### config.mk
export PLATFORM = sky130hd
export DESIGN_NAME = sbck_queue
export DESIGN_NICKNAME = d
export VERILOG_FILES = /design/src/hdl/sbck_pkg.sv /design/src/hdl/sbck_queue.sv
export SDC_FILE = /design/constraint.sdc
export NUM_CORES = 1
export LEC_CHECK = 0
export ABC_AREA = 1
export BUFFER_PORTS_ARGS = -buffer_cell sky130_fd_sc_hd__buf_4
export CAP_MARGIN = 15
export CORE_UTILIZATION = 55
export DETAILED_ROUTE_END_ITERATION = 8
export PLACE_DENSITY = 0.77
export SLEW_MARGIN = 25
export SYNTH_ARGS = -nofsm -noshare
export SYNTH_HDL_FRONTEND = slang
export SYNTH_SLANG_ARGS = --single-unit
export TNS_END_PERCENT = 10
### constraint.sdc
create_clock -name clock -period 1.4 [get_ports clock]
set_input_delay 0.21 -clock clock [delete_from_list [all_inputs] [get_ports clock]]
set_output_delay 0.21 -clock clock [all_outputs]
set_load 0.02 [all_outputs]
### src/hdl/sbck_pkg.sv
package sbck_pkg;

   localparam int SCREEN_WIDTH_DEF  = 320;
   localparam int SCREEN_HEIGHT_DEF = 200;
   localparam int QUEUE_DEPTH       = 4;

   // signed screen coordinate width, wide enough for a 16-bit origin plus a count
   localparam int COORD_W = 18;

   // effect flag bit positions
   localparam int FX_CENTER      = 7;
   localparam int FX_UNSUPPORTED = 6;
   localparam int FX_BEHIND      = 5;
   localparam int FX_MIRROR      = 2;
   localparam int FX_OPAQUE      = 1;

   // destination byte that behind mode may overwrite
   localparam logic [7:0] BEHIND_KEY = 8'hff;

   typedef enum logic [1:0] {
      CMD_BEGIN = 2'd0,
      CMD_PIXEL = 2'd1,
      CMD_READ  = 2'd2
   } cmd_type;

   typedef enum logic [1:0] {
      MODE_SKIPZERO = 2'd0,
      MODE_OPAQUE   = 2'd1,
      MODE_BEHIND   = 2'd2,
      MODE_MIRROR   = 2'd3
   } draw_mode_type;

   typedef enum logic [1:0] {
      STATUS_OK          = 2'd0,
      STATUS_UNSUPPORTED = 2'd1,
      STATUS_NO_SPRITE   = 2'd2
   } status_type;

   // what the back end does with a classified request
   typedef enum logic [1:0] {
      KIND_PASS   = 2'd0,
      KIND_WRITE  = 2'd1,
      KIND_BEHIND = 2'd2,
      KIND_READ   = 2'd3
   } back_kind_type;

   typedef struct packed {
      logic [1:0]         cmd;
      logic signed [15:0] pos_x;
      logic signed [15:0] pos_y;
      logic [7:0]         sprite_width;
      logic [7:0]         sprite_height;
      logic [7:0]         effects;
      logic [7:0]         pixel;
   } sbck_req_type;

   typedef struct packed {
      logic [7:0] read_value;
      logic       wrote;
      logic       sprite_done;
      logic [1:0] status;
   } sbck_rsp_type;

   typedef struct packed {
      back_kind_type kind;
      logic [7:0]    pixel;
      logic          done;
      logic [1:0]    status;
   } sbck_op_type;

endpackage

### src/hdl/sbck_queue.sv
module sbck_queue #(
   parameter int WIDTH = 8,
   parameter int DEPTH = sbck_pkg::QUEUE_DEPTH,
   localparam int PTR_W = $clog2(DEPTH)
) (
   input  logic             clock,
   input  logic             reset,
   input  logic             push,
   input  logic [WIDTH-1:0] push_data,
   output logic             full,
   input  logic             pop,
   output logic             pop_valid,
   output logic [WIDTH-1:0] pop_data
);
   import sbck_pkg::*;

   logic [WIDTH-1:0] slot_ff [DEPTH];
   logic [PTR_W-1:0] wr_ptr_ff, wr_ptr_in;
   logic [PTR_W-1:0] rd_ptr_ff, rd_ptr_in;
   logic [PTR_W:0]   count_ff, count_in;

   assign full      = (count_ff == (PTR_W+1)'(DEPTH));
   assign pop_valid = (count_ff != '0);
   assign pop_data  = slot_ff[rd_ptr_ff];

   always_comb begin
      wr_ptr_in = wr_ptr_ff;
      rd_ptr_in = rd_ptr_ff;
      count_in  = count_ff;
      if (push) begin
         wr_ptr_in = (wr_ptr_ff == PTR_W'(DEPTH - 1)) ? '0 : wr_ptr_ff + 1'b1;
      end
      if (pop) begin
         rd_ptr_in = (rd_ptr_ff == PTR_W'(DEPTH - 1)) ? '0 : rd_ptr_ff + 1'b1;
      end
      unique case ({push, pop})
         2'b10:   count_in = count_ff + 1'b1;
         2'b01:   count_in = count_ff - 1'b1;
         default: count_in = count_ff;
      endcase
   end

   always_ff @(posedge clock) begin
      if (reset) begin
         wr_ptr_ff <= '0;
         rd_ptr_ff <= '0;
         count_ff  <= '0;
      end else begin
         wr_ptr_ff <= wr_ptr_in;
         rd_ptr_ff <= rd_ptr_in;
         count_ff  <= count_in;
      end
   end

   always_ff @(posedge clock) begin
      if (push) begin
         slot_ff[wr_ptr_ff] <= push_data;
      end
   end

`ifndef SYNTHESIS
   a_no_overfill: assert property (@(posedge clock) disable iff (reset)
      full |-> !push)
      else $error("queue pushed while full");
   a_count_bound: assert property (@(posedge clock) disable iff (reset)
      (count_ff == '0) |-> !pop)
      else $error("queue popped while empty");
`endif

endmodule

Word level (Yosys, flattened, before mapping)
Memory sizes are Yosys's and may differ from the RTL's. A register that Yosys moved wholly into a read port is not among the register bits.
Index checks and enable logic that the tools add are counted.

cells by class
  add/sub/neg operators = 4
  multiplexer cells = 7
  equality and inequality tests = 5
  reduce and logical (&&, ||, !) cells = 2

operators by type and width
  kind                 number
  $mux 2               4
  $eq 2x2->1 const B   3
  $pmux 3 s2           1
  $add 2x1->2 const B  2
  $add 3x1->3 const B  1
  $eq 3x3->1 const B   1
  $reduce_bool 3->1    1
  $sub 3x1->3 const B  1
  $eq 2x1->1 const B   1
  $mux 1               2
  $reduce_bool 2->1    1

storage, ports and cells
  input port bits = 12
  bits in registers = 7
  output and inout port bits = 10
  bits in writable memories = 32
  memories kept = 1

memory list
  memory   depth  width  read ports  clocked after memory_dff  write ports  line              RTL
  slot_ff  4      8      1           1                         1            sbck_queue.sv:17  logic [WIDTH-1:0] slot_ff [DEPTH];

Logic depth before layout (Yosys ltp)
  depth in word-level cells = 4
  mapped depth = 8
  depth with buffers taken out = 8

Worst setup path after synthesis
Ideal clock, no wire load.

  kind = input -> register
  from = input port push
  to = register count_ff[2]
  stages = 8
  data required time = 1.336 ns
  data arrival time = 1.200 ns
  buffers on the path = 0
  slack = 0.136 ns
  cells stage by stage = inv_1 -> ha_1 -> fa_1 -> nand2_1 -> nand2_1 -> nor2_1 -> nor2_1 -> nor2_1

between the ends
  cells in the longest elaborated chain, start to end = 2

RTL lines
  what                                                    line              RTL
  start: declaration                                      sbck_queue.sv:8   input logic push,
  $eq 2x1->1 / $eq 2x2->1 (equally long branches)         sbck_queue.sv:36  unique case ({push, pop})
  $pmux 3 s2 / $reduce_bool 2->1 (equally long branches)  --
  end signal: assignment                                  sbck_queue.sv:51  count_ff <= count_in;
  end: declaration                                        sbck_queue.sv:20  logic [PTR_W:0] count_ff, count_in;

Several ways; a longest one is shown, not always the timed one.
A chain may end at the register's enable or synchronous reset.

==> impl_results.md <==
* Crit Reg-Reg Startpoint: count_ff[0]$_SDFFE_PP0P_
* Fin worst setup slack at -0.0796 ns
* Hold path cells at 2
* Final Power at 2.38 mW
* Hold Buf Count CTS at 0
* Clk_lat worst skew at about 0.33 ns
* Power Dens Cells at ~1200 nW/um^2
* DR pass1 iterations at 7
* Clock transition at path regs at between 0.1 and 0.15 ns
* H-Tree Depth at 2
* Top post-synthesis cells by area: edfxtp_1 58%, dfxtp_1 11%, nor2_1 5.4%
* Die area at 3250 um^2
* Largest fanout on the critical path at 8
* Slew HR at approximately 74%
* Max_cap viols at 0
* Routed Antenna Nets at 0
* Total GRT Usage at 18.4%
* Largest net degree at the start of global routing at 17
* Hold Slack at roughly 0.064 ns
* F_max at roughly 680 MHz
* CTS Buffer Depth at 2
* Wirelength, routed at roughly 2800 um
* Hold_sp: reset
* Post-synth top area share at 57.8%
* Hold Path Class: input pin to flop
* Antenna diodes at 0
* #FFs+latches synth at between 40 and 50
* # setup viols final at 8
* Clk root buf: clkbuf_4
* Post-Synthesis Cells at roughly 140
* Maximum VDD drop at ~0.82 mV
* Mean Syn Cell Area at between 10 and 15 um^2
* Die Height at 57.0 um
* I/O Buffers at 21
* TritonCTS Buffers at 5
* Placed cell count at ~190
* Area delta synth->final at 20.0%
* Largest family of logic cells by synthesized area: simple AND/OR/NAND/NOR gates
* Area of the core at roughly 2800 um^2
* Post-Synth XOR/XNOR Area at between 1 and 1.5%
* Final net count at 190
* Minimum clock period at 1.48 ns
* Worst R2R Path Depth at 6
* FILL cells at about 200
* HPWL Detailed at 2030 um
* Async S/R FF share, synth at 0%
* Worst R2R Setup Slack at roughly 0.11 ns
* Failing checks: design-rule violations, negative setup slack
* Routed length per instance at ~14 um
* Worst slew pin tran at ~0.39 ns
* Leak at between 0.8 and 0.9 nW
* Simple-gate area share of the yosys netlist at about 10%
* Vias in the first global route at 988
* Synth top cells by count: 32 x edfxtp_1, 24 x nor2_1, 15 x o21ai_0, 14 x inv_1, 11 x nand2_1
* Net Count, Synth at around 160
* Worst Skew at roughly 0.0056 ns
* Slew Limit Fails at 0
* Via count at around 1,100
* Compound-Gate Fraction of Synth Area at between 9 and 10%
* Count leader, synth: edfxtp_1
* Width of the chip at 57.0 um
* Fin. Hold Viols at 0
* Status: finished with violations
* Number of synthesized flops with an enable pin at 32
* Tcrit/Tclk final at 106%
* Row count at 19
* Worst path slowest cell: dfxtp_4
* Initial antenna violation count at 0
* Post-synthesis adder-cell area fraction at about 5.7%
* IO Pins at 22
* Synth Flop Type: edfxtp_1
* Via density at ~5.3
* Critical Path AT at between 1 and 1.5 ns
* Post-synthesis sequential area ratio at between 60 and 70%
* CTS Sinks at 41
* FF-to-FF End: count_ff[2]$_SDFFE_PP0P_
* Synth cell types at 19
* CP Cell Sequence: buf_6 > o21ai_2 > o22ai_1 > buf_4
* Routability cong. at 0.706
* Initial Util at about three fifths
* Crit end category: output port
* Post-Syn Area at between 1500 and 2000 um^2
* Max stage delay on crit path at roughly 0.40 ns
* Cell taking the most area after synthesis: edfxtp_1
* Share of post-route cells with drive strength above 1 at between 20% and 30%
* Initial drt markers at 38
* Crit path launch type: flop
* Layout Cells excl Fill at just over 200
* DRC at 6
* Gr ovfl total at 0
* CTS tree: built
* Yosys warns at 0
* Hold EP: count_ff[0]$_SDFFE_PP0P_
* First-pass GRT wire length at 4430 um
* RSZ-0062 raised after global routing: yes
* Required @ worst endpoint at about 1.2 ns
* Worst setup path category: flop to output port
* Multiplexer share of the synthesized area at 0%
power by group:
part           internal [mW]  total [mW]  switching, mW
clock                  0.191       0.531          0.339
combinational          0.179       0.417          0.238
sequential              1.39        1.43         0.0452
logic make-up after synthesis:
kind of cell	after synthesis
buffers and inverters	17
AO/OA/AOI/OAI	29
AND/OR/NAND/NOR	41
flip-flops	41
XOR/XNOR	2
adder cells (fa/ha/maj)	7
layer usage:
metal | up-vias | global-route usage (%) | part of all wire [%]
li1 | 545 | - | -
met1 | 495 | 22.6 | 41
met2 | 31 | 30.8 | 52
met3 | 6 | 6.12 | 5.3
met4 | 0 | 6.62 | 1.6
met5 | - | 0 | 0
worst max-delay path: cells and delay by family (launching register included):
kind / cells / cell delay, ns
flip-flops: 1 / 0.40
buffers and inverters: 2 / 0.31
AO/OA/AOI/OAI: 2 / 0.22
final cells by class:
cell class / instances / area (um^2) / area share, %
clock buffer: 6 / 41.3 / 2.07
clock inverter: 2 / 10.0 / 0.502
inverter: 15 / 63.8 / 3.20
multi-input combinational: 79 / 459 / 23.0
sequential: 41 / 1150 / 57.6
tap: 31 / 38.8 / 1.94
timing repair buffer: 29 / 233 / 11.7
flip-flops by register name, indices dropped and copies added, names as in the netlist, named ones only:
register / cells
wr_ptr_ff: 2
slot_ff: 32
count_ff: 3
rd_ptr_ff: 2
worst max-delay path by stage:
stage	startpoint	end	slack [ns]	depth (start not counted)
final	flop	pop_data[1]	-0.08	4
after floorplan	push	count_ff[2]$_SDFFE_PP0P_	0.14	8
after global routing	flop	pop_data[1]	-0.13	4
after detailed placement	push	count_ff[2]$_SDFFE_PP0P_	-0.04	9
after global placement	push	count_ff[2]$_SDFFE_PP0P_	0.05	9
after CTS	flop	pop_data[1]	-0.1	4
placed cells by master, fill, tap and decap left out:
cell and instances:
xnor2_1 1, clkbuf_1 1, a21oi_1 2, o21ai_0 8, clkbuf_4 5, o21ai_2 5
nor2_2 3, ha_1 6, nor2_1 24, dfxtp_4 2, nor3_1 2, nand2_1 11
inv_4 1, nand4_1 1, inv_1 13, o22ai_1 7, edfxtp_1 32, dfxtp_1 7
xor2_1 1, o21ai_1 6, buf_4 25, o22ai_2 1, clkinv_2 2, fa_1 1
inv_6 1, buf_6 4
stage by stage:
step                      cell area (um^2)  setup TNS [ns]  worst slack [ns]  utilization (%)
final                                 1990          -0.454           -0.0796             71.1
after global routing                  1990          -0.961            -0.134             71.1
after CTS                             1970          -0.692           -0.0956             70.1
after detailed placement              1890         -0.0422           -0.0422             67.3
after global placement                1890               0            0.0504             67.3
after floorplan                       1660               0             0.136                -
repair_timing:
item / in CTS / in global routing
gates resized for setup: 17 / 6
gates cloned: 0 / 0
setup endpoints to repair: 8 / 8
setup buffers: 0 / 1
pin swaps: 4 / 4
(Power assumes the default switching activity.)
