$ cat config.mk
export PLATFORM = sky130hd
export DESIGN_NAME = sbck_front_flat
export DESIGN_NICKNAME = d
export VERILOG_FILES = /design/src/hdl/sbck_pkg.sv /design/src/hdl/sbck_req_if.sv /design/src/hdl/sbck_front.sv /design/src/flat_wrapper.sv
export SDC_FILE = /design/constraint.sdc
export NUM_CORES = 1
export LEC_CHECK = 0
export BUFFER_PORTS_ARGS = -buffer_cell sky130_fd_sc_hd__buf_2
export CAP_MARGIN = 20
export CORE_UTILIZATION = 35
export CTS_CLUSTER_SIZE = 25
export DETAILED_ROUTE_END_ITERATION = 7
export PLACE_DENSITY = 0.6
export SYNTH_ARGS = -nofsm -noshare
export SYNTH_HDL_FRONTEND = slang
export SYNTH_SLANG_ARGS = --single-unit
$ cat constraint.sdc
create_clock -name clock -period 10.8 [get_ports clock]
set_input_delay 0.54 -clock clock [delete_from_list [all_inputs] [get_ports clock]]
set_output_delay 0.54 -clock clock [all_outputs]
set_load 0.1 [all_outputs]
$ cat src/hdl/sbck_pkg.sv
package sbck_pkg;

   localparam int SCREEN_WIDTH_DEF  = 320;
   localparam int SCREEN_HEIGHT_DEF = 200;
   localparam int QUEUE_DEPTH       = 4;

   // signed screen coordinate width, wide enough for a 16-bit origin plus a count
   localparam int COORD_W = 18;

   // effect flag bit positions
   localparam int FX_CENTER      = 7;
   localparam int FX_UNSUPPORTED = 6;
   localparam int FX_BEHIND      = 5;
   localparam int FX_MIRROR      = 2;
   localparam int FX_OPAQUE      = 1;

   // destination byte that behind mode may overwrite
   localparam logic [7:0] BEHIND_KEY = 8'hff;

   typedef enum logic [1:0] {
      CMD_BEGIN = 2'd0,
      CMD_PIXEL = 2'd1,
      CMD_READ  = 2'd2
   } cmd_type;

   typedef enum logic [1:0] {
      MODE_SKIPZERO = 2'd0,
      MODE_OPAQUE   = 2'd1,
      MODE_BEHIND   = 2'd2,
      MODE_MIRROR   = 2'd3
   } draw_mode_type;

   typedef enum logic [1:0] {
      STATUS_OK          = 2'd0,
      STATUS_UNSUPPORTED = 2'd1,
      STATUS_NO_SPRITE   = 2'd2
   } status_type;

   // what the back end does with a classified request
   typedef enum logic [1:0] {
      KIND_PASS   = 2'd0,
      KIND_WRITE  = 2'd1,
      KIND_BEHIND = 2'd2,
      KIND_READ   = 2'd3
   } back_kind_type;

   typedef struct packed {
      logic [1:0]         cmd;
      logic signed [15:0] pos_x;
      logic signed [15:0] pos_y;
      logic [7:0]         sprite_width;
      logic [7:0]         sprite_height;
      logic [7:0]         effects;
      logic [7:0]         pixel;
   } sbck_req_type;

   typedef struct packed {
      logic [7:0] read_value;
      logic       wrote;
      logic       sprite_done;
      logic [1:0] status;
   } sbck_rsp_type;

   typedef struct packed {
      back_kind_type kind;
      logic [7:0]    pixel;
      logic          done;
      logic [1:0]    status;
   } sbck_op_type;

endpackage

$ cat src/hdl/sbck_req_if.sv
interface sbck_req_if;
   logic                   valid;
   logic                   ready;
   sbck_pkg::sbck_req_type data;

   modport source (output valid, output data, input ready);
   modport sink (input valid, input data, output ready);
endinterface

$ cat src/hdl/sbck_front.sv
module sbck_front #(
   parameter int SCREEN_WIDTH  = sbck_pkg::SCREEN_WIDTH_DEF,
   parameter int SCREEN_HEIGHT = sbck_pkg::SCREEN_HEIGHT_DEF,
   localparam int COL_W = $clog2(SCREEN_WIDTH),
   localparam int ROW_W = $clog2(SCREEN_HEIGHT)
) (
   input  logic                  clock,
   input  logic                  reset,
   input  logic                  hold,
   input  logic                  queue_full,
   sbck_req_if.sink              req_bus,
   output logic                  push,
   output sbck_pkg::sbck_op_type push_op,
   output logic [COL_W-1:0]      push_col,
   output logic [ROW_W-1:0]      push_row
);
   import sbck_pkg::*;

   logic signed [15:0] origin_x_ff, origin_x_in;
   logic signed [15:0] origin_y_ff, origin_y_in;
   logic [7:0]         width_ff, width_in;
   logic [7:0]         height_ff, height_in;
   draw_mode_type      mode_ff, mode_in;
   logic [7:0]         col_cnt_ff, col_cnt_in;
   logic [7:0]         row_cnt_ff, row_cnt_in;
   logic               active_ff, active_in;

   sbck_req_type       req;
   logic               accept;
   logic [COORD_W-1:0] ox_ext, oy_ext, pix_col, pix_row, col_s, row_s;
   logic               on_screen;
   logic [15:0]        begin_x, begin_y;
   logic [8:0]         col_next, row_next;

   assign req           = req_bus.data;
   assign req_bus.ready = !hold && !queue_full;
   assign accept        = req_bus.valid && req_bus.ready;
   assign push          = accept;

   assign ox_ext = {{(COORD_W-16){origin_x_ff[15]}}, origin_x_ff};
   assign oy_ext = {{(COORD_W-16){origin_y_ff[15]}}, origin_y_ff};

   // mirror draws leftward starting one column left of the origin
   assign pix_col = (mode_ff == MODE_MIRROR)
                  ? ox_ext - COORD_W'(1) - COORD_W'(col_cnt_ff)
                  : ox_ext + COORD_W'(col_cnt_ff);
   assign pix_row = oy_ext + COORD_W'(row_cnt_ff);

   assign col_s = (req.cmd == CMD_PIXEL) ? pix_col
                : {{(COORD_W-16){req.pos_x[15]}}, req.pos_x};
   assign row_s = (req.cmd == CMD_PIXEL) ? pix_row
                : {{(COORD_W-16){req.pos_y[15]}}, req.pos_y};

   assign on_screen = !col_s[COORD_W-1] && !row_s[COORD_W-1]
                   && (col_s[COORD_W-2:0] < (COORD_W-1)'(SCREEN_WIDTH))
                   && (row_s[COORD_W-2:0] < (COORD_W-1)'(SCREEN_HEIGHT));

   assign push_col = on_screen ? col_s[COL_W-1:0] : '0;
   assign push_row = on_screen ? row_s[ROW_W-1:0] : '0;

   assign begin_x = req.effects[FX_CENTER]
                  ? 16'(req.pos_x) - {9'b0, req.sprite_width[7:1]} : 16'(req.pos_x);
   assign begin_y = req.effects[FX_CENTER]
                  ? 16'(req.pos_y) - {9'b0, req.sprite_height[7:1]} : 16'(req.pos_y);

   assign col_next = {1'b0, col_cnt_ff} + 9'd1;
   assign row_next = {1'b0, row_cnt_ff} + 9'd1;

   always_comb begin
      origin_x_in = origin_x_ff;
      origin_y_in = origin_y_ff;
      width_in    = width_ff;
      height_in   = height_ff;
      mode_in     = mode_ff;
      col_cnt_in  = col_cnt_ff;
      row_cnt_in  = row_cnt_ff;
      active_in   = active_ff;
      push_op.kind   = KIND_PASS;
      push_op.pixel  = req.pixel;
      push_op.done   = 1'b0;
      push_op.status = STATUS_OK;

      unique case (req.cmd)
         CMD_BEGIN: begin
            origin_x_in = $signed(begin_x);
            origin_y_in = $signed(begin_y);
            width_in    = req.sprite_width;
            height_in   = req.sprite_height;
            col_cnt_in  = '0;
            row_cnt_in  = '0;
            priority if (req.effects[FX_MIRROR]) begin
               mode_in = MODE_MIRROR;
            end else if (req.effects[FX_OPAQUE]) begin
               mode_in = MODE_OPAQUE;
            end else if (req.effects[FX_BEHIND]) begin
               mode_in = MODE_BEHIND;
            end else begin
               mode_in = MODE_SKIPZERO;
            end
            priority if (req.effects[FX_UNSUPPORTED]) begin
               push_op.status = STATUS_UNSUPPORTED;
               active_in      = 1'b0;
            end else if (req.sprite_width == '0 || req.sprite_height == '0) begin
               push_op.done = 1'b1;
               active_in    = 1'b0;
            end else begin
               active_in = 1'b1;
            end
         end
         CMD_PIXEL: begin
            if (!active_ff) begin
               push_op.status = STATUS_NO_SPRITE;
            end else begin
               if (on_screen) begin
                  unique case (mode_ff)
                     MODE_OPAQUE: push_op.kind = KIND_WRITE;
                     MODE_BEHIND: push_op.kind = KIND_BEHIND;
                     MODE_SKIPZERO, MODE_MIRROR: begin
                        push_op.kind = (req.pixel != '0) ? KIND_WRITE : KIND_PASS;
                     end
                  endcase
               end
               if (col_next >= {1'b0, width_ff}) begin
                  col_cnt_in = '0;
                  if (row_next >= {1'b0, height_ff}) begin
                     row_cnt_in   = '0;
                     active_in    = 1'b0;
                     push_op.done = 1'b1;
                  end else begin
                     row_cnt_in = row_next[7:0];
                  end
               end else begin
                  col_cnt_in = col_next[7:0];
               end
            end
         end
         CMD_READ: begin
            if (on_screen) begin
               push_op.kind = KIND_READ;
            end
         end
         default: begin
         end
      endcase
   end

   always_ff @(posedge clock) begin
      if (reset) begin
         origin_x_ff <= '0;
         origin_y_ff <= '0;
         width_ff    <= '0;
         height_ff   <= '0;
         mode_ff     <= MODE_SKIPZERO;
         col_cnt_ff  <= '0;
         row_cnt_ff  <= '0;
         active_ff   <= 1'b0;
      end else if (accept) begin
         origin_x_ff <= origin_x_in;
         origin_y_ff <= origin_y_in;
         width_ff    <= width_in;
         height_ff   <= height_in;
         mode_ff     <= mode_in;
         col_cnt_ff  <= col_cnt_in;
         row_cnt_ff  <= row_cnt_in;
         active_ff   <= active_in;
      end
   end

endmodule

$ cat src/flat_wrapper.sv
// flat-port wrapper written by rule: the top's interface ports become plain ports
module sbck_front_flat import sbck_pkg::*;
#(
   parameter int SCREEN_WIDTH  = sbck_pkg::SCREEN_WIDTH_DEF,
   parameter int SCREEN_HEIGHT = sbck_pkg::SCREEN_HEIGHT_DEF,
   localparam int COL_W = $clog2(SCREEN_WIDTH),
   localparam int ROW_W = $clog2(SCREEN_HEIGHT)
)
  (clock, reset, hold, queue_full, push, push_op, push_col, push_row, req_bus_valid, req_bus_data, req_bus_ready);
  sbck_req_if req_bus_i ();
  input  logic clock;
  input  logic reset;
  input  logic hold;
  input  logic queue_full;
  output logic push;
  output sbck_pkg::sbck_op_type push_op;
  output logic [COL_W-1:0] push_col;
  output logic [ROW_W-1:0] push_row;
  input wire logic [$bits(req_bus_i.valid)-1:0] req_bus_valid;
  input wire logic [$bits(req_bus_i.data)-1:0] req_bus_data;
  output wire logic [$bits(req_bus_i.ready)-1:0] req_bus_ready;
  assign req_bus_i.valid = req_bus_valid;
  assign req_bus_i.data = req_bus_data;
  assign req_bus_ready = req_bus_i.ready;
  sbck_front #(.SCREEN_WIDTH(SCREEN_WIDTH), .SCREEN_HEIGHT(SCREEN_HEIGHT)) u_core (.clock(clock), .reset(reset), .hold(hold), .queue_full(queue_full), .req_bus(req_bus_i), .push(push), .push_op(push_op), .push_col(push_col), .push_row(push_row));
endmodule
# Word level (Yosys, flattened, before mapping)
# Cells that the tools add are included.
[totals] memories=0 mem_bits_rw=0 latch_bits=0 wordCells=85 romBits=0 input_bits=71 regBits=67 output_inout_bits=32
[op_classes] muxes=37 n_reduce_logical=21 multipliers=0 n_eq_ne=7 magnitude_cmp=4 div=0 bitwise=0 add_sub_neg=8 shift=0
[ops] cell="$mux 18" n=3
[ops] cell="$mux 8" n=6
[ops] cell="$add 16x9->17" n=2
[ops] cell="$mux 16" n=2
[ops] cell="$pmux 8 s2" n=2
[ops] cell="$sub 16x7->16" n=2
[ops] cell="$add 8x1->9 const B" n=2
[ops] cell="$ge 9x8->1" n=2
[ops] cell="$sub 18x8->18" n=1
[ops] cell="$lt 17x8->1 const B" n=1
[ops] cell="$lt 17x9->1 const B" n=1
[ops] cell="$sub 16x2->17 const B" n=1
[ops] cell="$logic_not 8->1" n=2
[ops] cell="$mux 2" n=7
[ops] cell="$mux 1" n=12
[ops] cell="$mux 9" n=1
[ops] cell="$reduce_bool 8->1" n=1
[ops] cell="$eq 2x2->1 const B" n=3
[ops] cell="$pmux 2 s3" n=1
[ops] cell="$pmux 3 s2" n=1
[ops] cell="$logic_and 1x1->1" n=5
[ops] cell="$eq 2x1->1 const B" n=2
[ops] cell="$logic_not 1->1" n=4
[ops] cell="$logic_not 2->1" n=2
[ops] cell="10 further kinds" n=11

# Longest topological paths before layout
# Gate-level depths: netlist of the first run.
[depth] word_depth=11 ltp_mapped=18

# Worst setup path after synthesis of the first run
# OpenSTA, ideal clock, no wires.
[synth_path] path_type="reg-to-output" from="reg u_core.origin_x_ff[1]" to="out push_row[6]" t_arrival_ps=5231 n_path_buf=2 slack_ps=5029 stages_incl_launch_ff=18 cell_sequence="dfxtp_1 -> inv_1 -> ha_1 -> buf_2 -> nand2_1 -> nor2_1 -> xor2_1 -> ha_1 -> a21oi_1 -> nand2_1 -> o211a_1 -> a2111oi_0 -> xnor2_1 -> nand4b_1 -> a32oi_1 -> nand4bb_1 -> buf_6 -> nor3b_1"
[synth_between] elab_chain_len=9 word_cells_on_any_way=11 classes_between="add/sub (3); order compare (1); mux (3); reduce/logical (4)"
[synth_lines] item="start, declared" line_no="sbck_front.sv:19" source="logic signed [15:0] origin_x_ff, origin_x_in;"
[synth_lines] item="start signal, assigned" line_no="sbck_front.sv:158" source="origin_x_ff <= origin_x_in;"
[synth_lines] item="$sub 16x2->17" line_no="sbck_front.sv:45" source="? ox_ext - COORD_W'(1) - COORD_W'(col_cnt_ff)"
[synth_lines] item="$sub 18x8->18" line_no="sbck_front.sv:45"
[synth_lines] item="$mux 18 *" line_no="sbck_front.sv:45"
[synth_lines] item="$mux 18 *" line_no="sbck_front.sv:49" source="assign col_s = (req.cmd == CMD_PIXEL) ? pix_col"
[synth_lines] item="branches (longest 2 deep; another with $lt 17x9->1)"
[synth_lines] item="$logic_and 1x1->1 *" line_no="sbck_front.sv:55" source="&& (col_s[COORD_W-2:0] < (COORD_W-1)'(SCREEN_WIDTH))"
[synth_lines] item="$logic_and 1x1->1 *" line_no="sbck_front.sv:56" source="&& (row_s[COORD_W-2:0] < (COORD_W-1)'(SCREEN_HEIGHT));"
[synth_lines] item="$mux 8 *" line_no="sbck_front.sv:59" source="assign push_row = on_screen ? row_s[ROW_W-1:0] : '0;"
[synth_lines] item="end, declared" line_no="flat_wrapper.sv:18" source="output logic [ROW_W-1:0] push_row;"
# Mark *: on every way between the ends.

# Worst setup path after layout of the first run
[layout_path] from="reg u_core.origin_x_ff[1]" to="out push_col[5]"
[layout_between] elab_chain_len=9 word_cells_on_any_way=11 classes_between="add/sub (3); order compare (1); mux (3); reduce/logical (4)"
[layout_lines] item="$sub 16x2->17" line_no="sbck_front.sv:45"
[layout_lines] item="$sub 18x8->18" line_no="sbck_front.sv:45"
[layout_lines] item="$mux 18 *" line_no="sbck_front.sv:45"
[layout_lines] item="$mux 18 *" line_no="sbck_front.sv:49"
[layout_lines] item="branches (longest 4 deep; another with $lt 17x9->1)"
[layout_lines] item="$mux 9 *" line_no="sbck_front.sv:58" source="assign push_col = on_screen ? col_s[COL_W-1:0] : '0;"
[layout_lines] item="end, declared" line_no="flat_wrapper.sv:17" source="output logic [COL_W-1:0] push_col;"
# Marked as above.

==> qor.yml, run 1 <==
die:
  placeableCoreArea_um2: 18700
  dieArea_um2: 19700
  initial_utilization: 0.358
  rows: 50
  chipWidth_um: 140
  pin_count: 103
  die_h_um: 140
route:
  viasPerCell: 5.41
  num_vias: 6523
  antenna_left: 0
  first_iter_violations: 339
  route.detailed.drc: 0
  wl_per_cell_um: 16.1
  first_pass_iters: 4
  routed_wl_mm: 19.4
place:
  dp_hpwl_mm: 14.8
  dpl_cell_area_um2: 7270
  place_ws_ns: 5.31
  gp_congestion: 0.844
  port_buffers: 99
timing:
  drv_slew: 0
  period_share: 0.542
  finalSetupTns_ns: 0
  fin_crit_ns: 5.86
  fin_worst_skew_ns: 0.00567
  relSlewSlack: 0.407
  worstMarginPinSlew_ns: 0.889
  rsz0062_at_grt: "false"
  setup_viol: 0
  hold_viol_final: 0
  setup_slack_ns: 4.94
  max_freq_mhz: 171
clock_tree:
  clk_pin_slew_worst_paths_ns: 0.06
  clk_latency_ns: 0.33
  h-tree-depth: 3
  clock_path_buffers: 2
  root_buffer: "clkbuf_16"
  holdBufCountCts: 0
  tritoncts: "done"
  cts.sinks: 67
  post_cts_resized: 0
  cts-buffers-inserted: 9
  cts_setup_buffers: 0
pwr:
  peakVddDrop_mv: 0.0546
  p_switching_mw: 0.219
  power-per-cell-area_nw_per_um2: 91.9
  combPwrFrac: 0.238
  seqPwrFrac: 0.370
  power_leakage_nw: 3.18
  p_clk_frac: 0.392
  p_sw_frac: 0.316
  total_power_mw: 0.692
  cell_internal_pwr_mw: 0.474
synthesis:
  yosys.area.top_type_share: 0.200
  syn_nets: 1038
  synthCells: 901
  synth_edf_count: 0
  synthArstFlopShare: 0
  yosysWarnings: 0
  synth_seq_area_share: 0.200
  synth_ff_type: "dfxtp_1"
  synthTopCellsByArea: "dfxtp_1 (20%), ha_1 (11%), nand2_1 (5.9%), nor2_1 (5.2%), a21oi_1 (4.9%)"
  synth.distinct_cells: 76
  synth_area_leader_cell: "dfxtp_1"
  ys_ff_latch: 67
  synth.avg_cell_area_um2: 7.43
  syn_area_um2: 6690
global_route:
  grt_max_degree: 70
  first_global_vias: 6075
  gr-total-overflow: 0
  grt_first_pass_wirelength_mm: 31.2
  track_usage: 0.201
  antenna_found_initial: 0
layout:
  final_util: 0.403
  num-fill-cells: 1964
  multiInputGateArea_um2: 4870
  design_area_um2: 7530
  layout-drive-gt1-share: 0.153
  final_common_cell: "nand2_1"
  seqCellArea_um2: 1340
  fin_nets: 1105
  diodes: 0
  syn2layout_area_growth_pct: 12.6
  layout_common_cells: "nand2_1 (105), buf_2 (99), nor2_1 (93)"
setup_path:
  critPathKind: "flip-flop to output port"
  reg2reg_slack_ns: 7.50
  cp.arrival_ns: 5.32
  worst_r2r_path_depth: 12
  worstSetupEndpointType: "output port"
  crit_required_ns: 10.26
  start_kind: "flip-flop"
  cp_max_fo: 13
outcome:
  status: "complete, no violations"
min_path:
  whs_path_depth: 3
  hp-class: "primary input to flip-flop"
run:
  max_cap_violations: 0
[power by group through the flow]
stage | registers, mW | logic [mW] | clock network, mW
floorplan | 0.259 | 0.121 | 0
global placement | 0.262 | 0.163 | 0
detailed placement | 0.262 | 0.164 | 0
CTS | 0.256 | 0.165 | 0.276
global route | 0.257 | 0.181 | 0.283
finish | 0.256 | 0.165 | 0.271
[path summary, 6_finish.rpt]
| path | from | end |
|---|---|---|
| worst max-delay path | u_core.origin_x_ff[1] | push_col[5] |
| worst min-delay path | req_bus_data[16] | u_core.height_ff[0] |
| worst max register to register | u_core.col_cnt_ff[1] | u_core.row_cnt_ff[3] |
| worst min register to register | u_core.height_ff[3] | u_core.height_ff[3] |
[metrics by stage]
step / instances / hold slack [ns]
2_1_floorplan: 901 / 0.436
3_3_place_gp: 1191 / 0.444
3_5_place_dp: 1191 / 0.448
4_1_cts: 1205 / 0.447
5_1_grt: 1205 / 0.462
6_report: 1205 / 0.452
[kinds of logic (layout without fill, tap and decap cells)]
family                   count (synthesis)  count (layout)  synth area share
AND/OR/NAND/NOR                        369             369             0.282
AO/OA/AOI/OAI                          221             221             0.222
buffers and inverters                  108             178            0.0720
flip-flops                              67              67             0.200
adder cells (fa/ha/maj)                 66              66             0.129
XOR/XNOR                                56              56            0.0733
multiplexers                            14              14            0.0211
[synth_stat cells, types with 5 or more instances]
| library cell | n |
|---|---|
| nor3_1 | 28 |
| nor2_1 | 93 |
| a211oi_1 | 28 |
| o21a_1 | 5 |
| a21o_1 | 14 |
| buf_4 | 8 |
| a21boi_0 | 7 |
| nand3_1 | 23 |
| clkbuf_1 | 22 |
| dfxtp_1 | 67 |
| inv_1 | 58 |
| a21oi_1 | 66 |
| nand2_1 | 105 |
| xnor2_1 | 33 |
| ha_1 | 61 |
| nor3_2 | 9 |
| and2_1 | 7 |
| nand4_1 | 6 |
| or3_1 | 12 |
| nor2b_1 | 14 |
| nor4_1 | 11 |
| fa_1 | 5 |
| o211ai_1 | 5 |
| xor2_1 | 23 |
| buf_1 | 5 |
| and3_1 | 15 |
| a31oi_1 | 11 |
| nand2b_1 | 19 |
| mux2i_1 | 13 |
| buf_2 | 9 |
| o21ai_0 | 37 |
| a311oi_1 | 6 |
[metal layers]
| metal | up-vias | global-route usage | share of wire |
|---|---|---|---|
| li1 | 3337 | - | - |
| met1 | 3021 | 0.256 | 0.45 |
| met2 | 144 | 0.351 | 0.49 |
| met3 | 21 | 0.0212 | 0.040 |
| met4 | 0 | 0.0677 | 0.021 |
| met5 | - | 0 | 0 |
[worst max-delay path, stage by stage (launching register included)]
cell	delay (ns)
dfxtp_1	0.50
inv_1	0.12
ha_1	0.31
nand2_1	0.13
nor2_1	0.05
xor2_1	0.15
ha_1	0.35
a21oi_1	0.20
nand2_1	0.08
o211a_1	0.26
a2111oi_0	0.50
xnor2_1	0.18
nand4b_1	0.16
a32oi_1	0.33
nand4bb_1	0.37
buf_4	0.37
a2111oi_2	0.42
buf_2	0.51
[cell type report]
class                           instances  area share
Tap cell                              234      0.0389
Inverter                               59      0.0294
Timing Repair Buffer                  105      0.0717
Sequential cell                        67       0.178
Clock buffer                           11      0.0335
Multi-Input combinational cell        726       0.646
Clock inverter                          3     0.00199
[registers in the layout, summed over array words and instances (netlist names)]
| signal | count |
|---|---|
| u_core.width_ff | 8 |
| u_core.row_cnt_ff | 8 |
| u_core.origin_x_ff | 16 |
| u_core.col_cnt_ff | 8 |
| u_core.mode_ff | 2 |
| u_core.active_ff | 1 |
| u_core.origin_y_ff | 16 |
| u_core.height_ff | 8 |
(Power assumes the default switching activity.)
==> inputs of run 2 (changes only) <==
==> constraint.sdc (replaced) <==
create_clock -name clock -period 5.5 [get_ports clock]
set_input_delay 0.275 -clock clock [delete_from_list [all_inputs] [get_ports clock]]
set_output_delay 0.275 -clock clock [all_outputs]
set_load 0.1 [all_outputs]
==> run 2 against run 1 <==
Net effect:
- wire length grew 0.23%
- sequential power is 96% higher
- via count is 0.48% higher
- global-route usage increased by 0.063 points
- cell count is essentially flat
- critical path depth stayed put
- critical path type unchanged
- clock skew shrank 0.0014 ns
- critical endpoint is now push_col[3]
==> qor.yml, run 2 (same netlist as run 1, synthesis figures left out) <==
outcome:
  status: "complete, no violations"
timing:
  worstMarginPinSlew_ns: 0.959  # +0.0699 ns
  finalSetupTns_ns: 0  # unchanged
  setup_slack_ns: 0.434  # -4.51 ns
  setup_viol: 0  # unchanged
  max_freq_mhz: 197
  fin_crit_ns: 5.07
  fin_worst_skew_ns: 0.00425  # -0.00142 ns
  relSlewSlack: 0.361  # -0.0466
  rsz0062_at_grt: "false"
  period_share: 0.921
  drv_slew: 0  # unchanged
  hold_viol_final: 0  # unchanged
place:
  gp_congestion: 0.897  # +6.4%
  port_buffers: 99  # unchanged
  place_ws_ns: 0.586  # -4.73 ns
  dp_hpwl_mm: 15.1  # +2.1%
die:
  initial_utilization: 0.358  # unchanged
  chipWidth_um: 140  # unchanged
  die_h_um: 140  # unchanged
  placeableCoreArea_um2: 18700  # unchanged
  dieArea_um2: 19700  # unchanged
  pin_count: 103  # unchanged
  rows: 50  # unchanged
route:
  wl_per_cell_um: 16.1  # +0.14%
  first_pass_iters: 5  # +1
  route.detailed.drc: 0  # unchanged
  viasPerCell: 5.43  # +0.39%
  num_vias: 6554  # +0.48%
  antenna_left: 0  # unchanged
  routed_wl_mm: 19.5  # +0.23%
  first_iter_violations: 471  # +39%
setup_path:
  reg2reg_slack_ns: 2.20  # -5.30 ns
  worstSetupEndpointType: "output port"
  r2r_end: "u_core.row_cnt_ff[6]"
  crit_required_ns: 5.22  # -5.04 ns
  cp_max_fo: 12  # -1
  worst_r2r_path_depth: 11  # -1
  critPathKind: "flip-flop to output port"
  cp.arrival_ns: 4.79  # -0.53 ns
  start_kind: "flip-flop"
  r2r_start: "u_core.col_cnt_ff[1]"
layout:
  fin_nets: 1106  # +0.090%
  layout_common_cells: "nand2_1 (105), buf_2 (94), nor2_1 (93)"
  final_common_cell: "nand2_1"
  diodes: 0  # unchanged
  syn2layout_area_growth_pct: 13.6
  final_util: 0.407  # +0.00381
  top_regs: "u_core.origin_x_ff: 16 flops, u_core.origin_y_ff: 16 flops"
  layout-drive-gt1-share: 0.155  # +0.00190
clock_tree:
  root_buffer: "clkbuf_16"
  clk_pin_slew_worst_paths_ns: 0.06  # about the same
  tritoncts: "done"
  cts.sinks: 67  # unchanged
  clock_path_buffers: 2  # unchanged
  holdBufCountCts: 0  # unchanged
  cts-buffers-inserted: 9  # unchanged
  h-tree-depth: 3  # unchanged
  clk_latency_ns: 0.33  # about the same
run:
  max_cap_violations: 0  # unchanged
pwr:
  power_leakage_nw: 3.20  # +0.40%
  power-per-cell-area_nw_per_um2: 184  # +100%
  peakVddDrop_mv: 0.126  # +130%
global_route:
  track_usage: 0.202  # +0.000632
  antenna_found_initial: 0  # unchanged
  first_global_vias: 6031  # -0.72%
  grt_max_degree: 70  # unchanged
  grt_first_pass_wirelength_mm: 31.1  # -0.22%
  gr-total-overflow: 0  # unchanged
min_path:
  whs_path_depth: 3  # unchanged
  hold_start: "req_bus_data[16]"
  holdPathEnd: "u_core.height_ff[0]"
  hp-class: "primary input to flip-flop"
[run 2: cell count changes in the layout (fill, tap and decap cells not counted), sizes merged]
cell    change
clkbuf      +3
bufinv      +1
clkinv      -1
buf         -2
[run 2: repair_timing]
action                                 CTS  global route
setup endpoints to repair                0            13
gates resized for setup                  0             5
endpoints found under the hold margin    0             0
setup buffers                            0             0
[run 2: layout make-up]
cell class,instances,area [um2]
clock buffers,11,243
clock inverters,3,40.0
fillers,1932,11100
inverters,59,221
multi-input cells,726,4880
flip-flops and latches,67,1340
well taps,234,293
repair buffers,106,586
[run 2: worst max-delay path by stage]
stage | from | to | slack, ns | cells past startpoint
floorplan | u_core.origin_x_ff[1] | push_op[11] | 0.13 | 17
global placement | u_core.origin_x_ff[1] | push_row[2] | 0.69 | 17
detailed placement | u_core.origin_x_ff[1] | push_row[2] | 0.59 | 17
CTS | u_core.origin_x_ff[1] | push_row[2] | 0.19 | 17
global route | u_core.origin_x_ff[1] | push_col[1] | 0.08 | 17
finish | u_core.origin_x_ff[1] | push_col[3] | 0.43 | 17
[run 2: through the flow]
step / hold WS (ns) / std cells / power [mW] / area, um2
after floorplan: 0.411 / 901 / 0.746 / 6700
after global placement: 0.444 / 1192 / 0.836 / 7310
after detailed placement: 0.447 / 1192 / 0.839 / 7310
after CTS: 0.186 / 1206 / 1.41 / 7590
after global routing: 0.188 / 1206 / 1.47 / 7600
final: 0.196 / 1206 / 1.40 / 7600
[run 2: where the power goes]
| group | internal [mW] | switching (mW) | total, mW |
|---|---|---|---|
| sequential | 0.492 | 0.0108 | 0.503 |
| combinational | 0.118 | 0.210 | 0.328 |
| clock | 0.357 | 0.212 | 0.569 |
| total | 0.967 | 0.433 | 1.40 |
[run 2: critical path: stages (launching register included)]
cell and delay (ns):
dfxtp_1 0.47, inv_1 0.11, ha_1 0.30, nand2_1 0.12, nor2_1 0.05, xor2_1 0.15
ha_1 0.36, a21oi_1 0.19, nand2_1 0.08, o211a_1 0.25, a2111oi_1 0.45, xnor2_1 0.17
nand4b_1 0.15, a32oi_1 0.32, nand4bb_2 0.32, buf_4 0.34, nor3_2 0.19, buf_2 0.44
[run 2: layer usage]
layer,vias to the layer above,GRT usage,share of wire
li1,3343,-,-
met1,3022,0.257,0.45
met2,168,0.353,0.49
met3,21,0.0250,0.041
met4,0,0.0602,0.020
met5,-,0,0
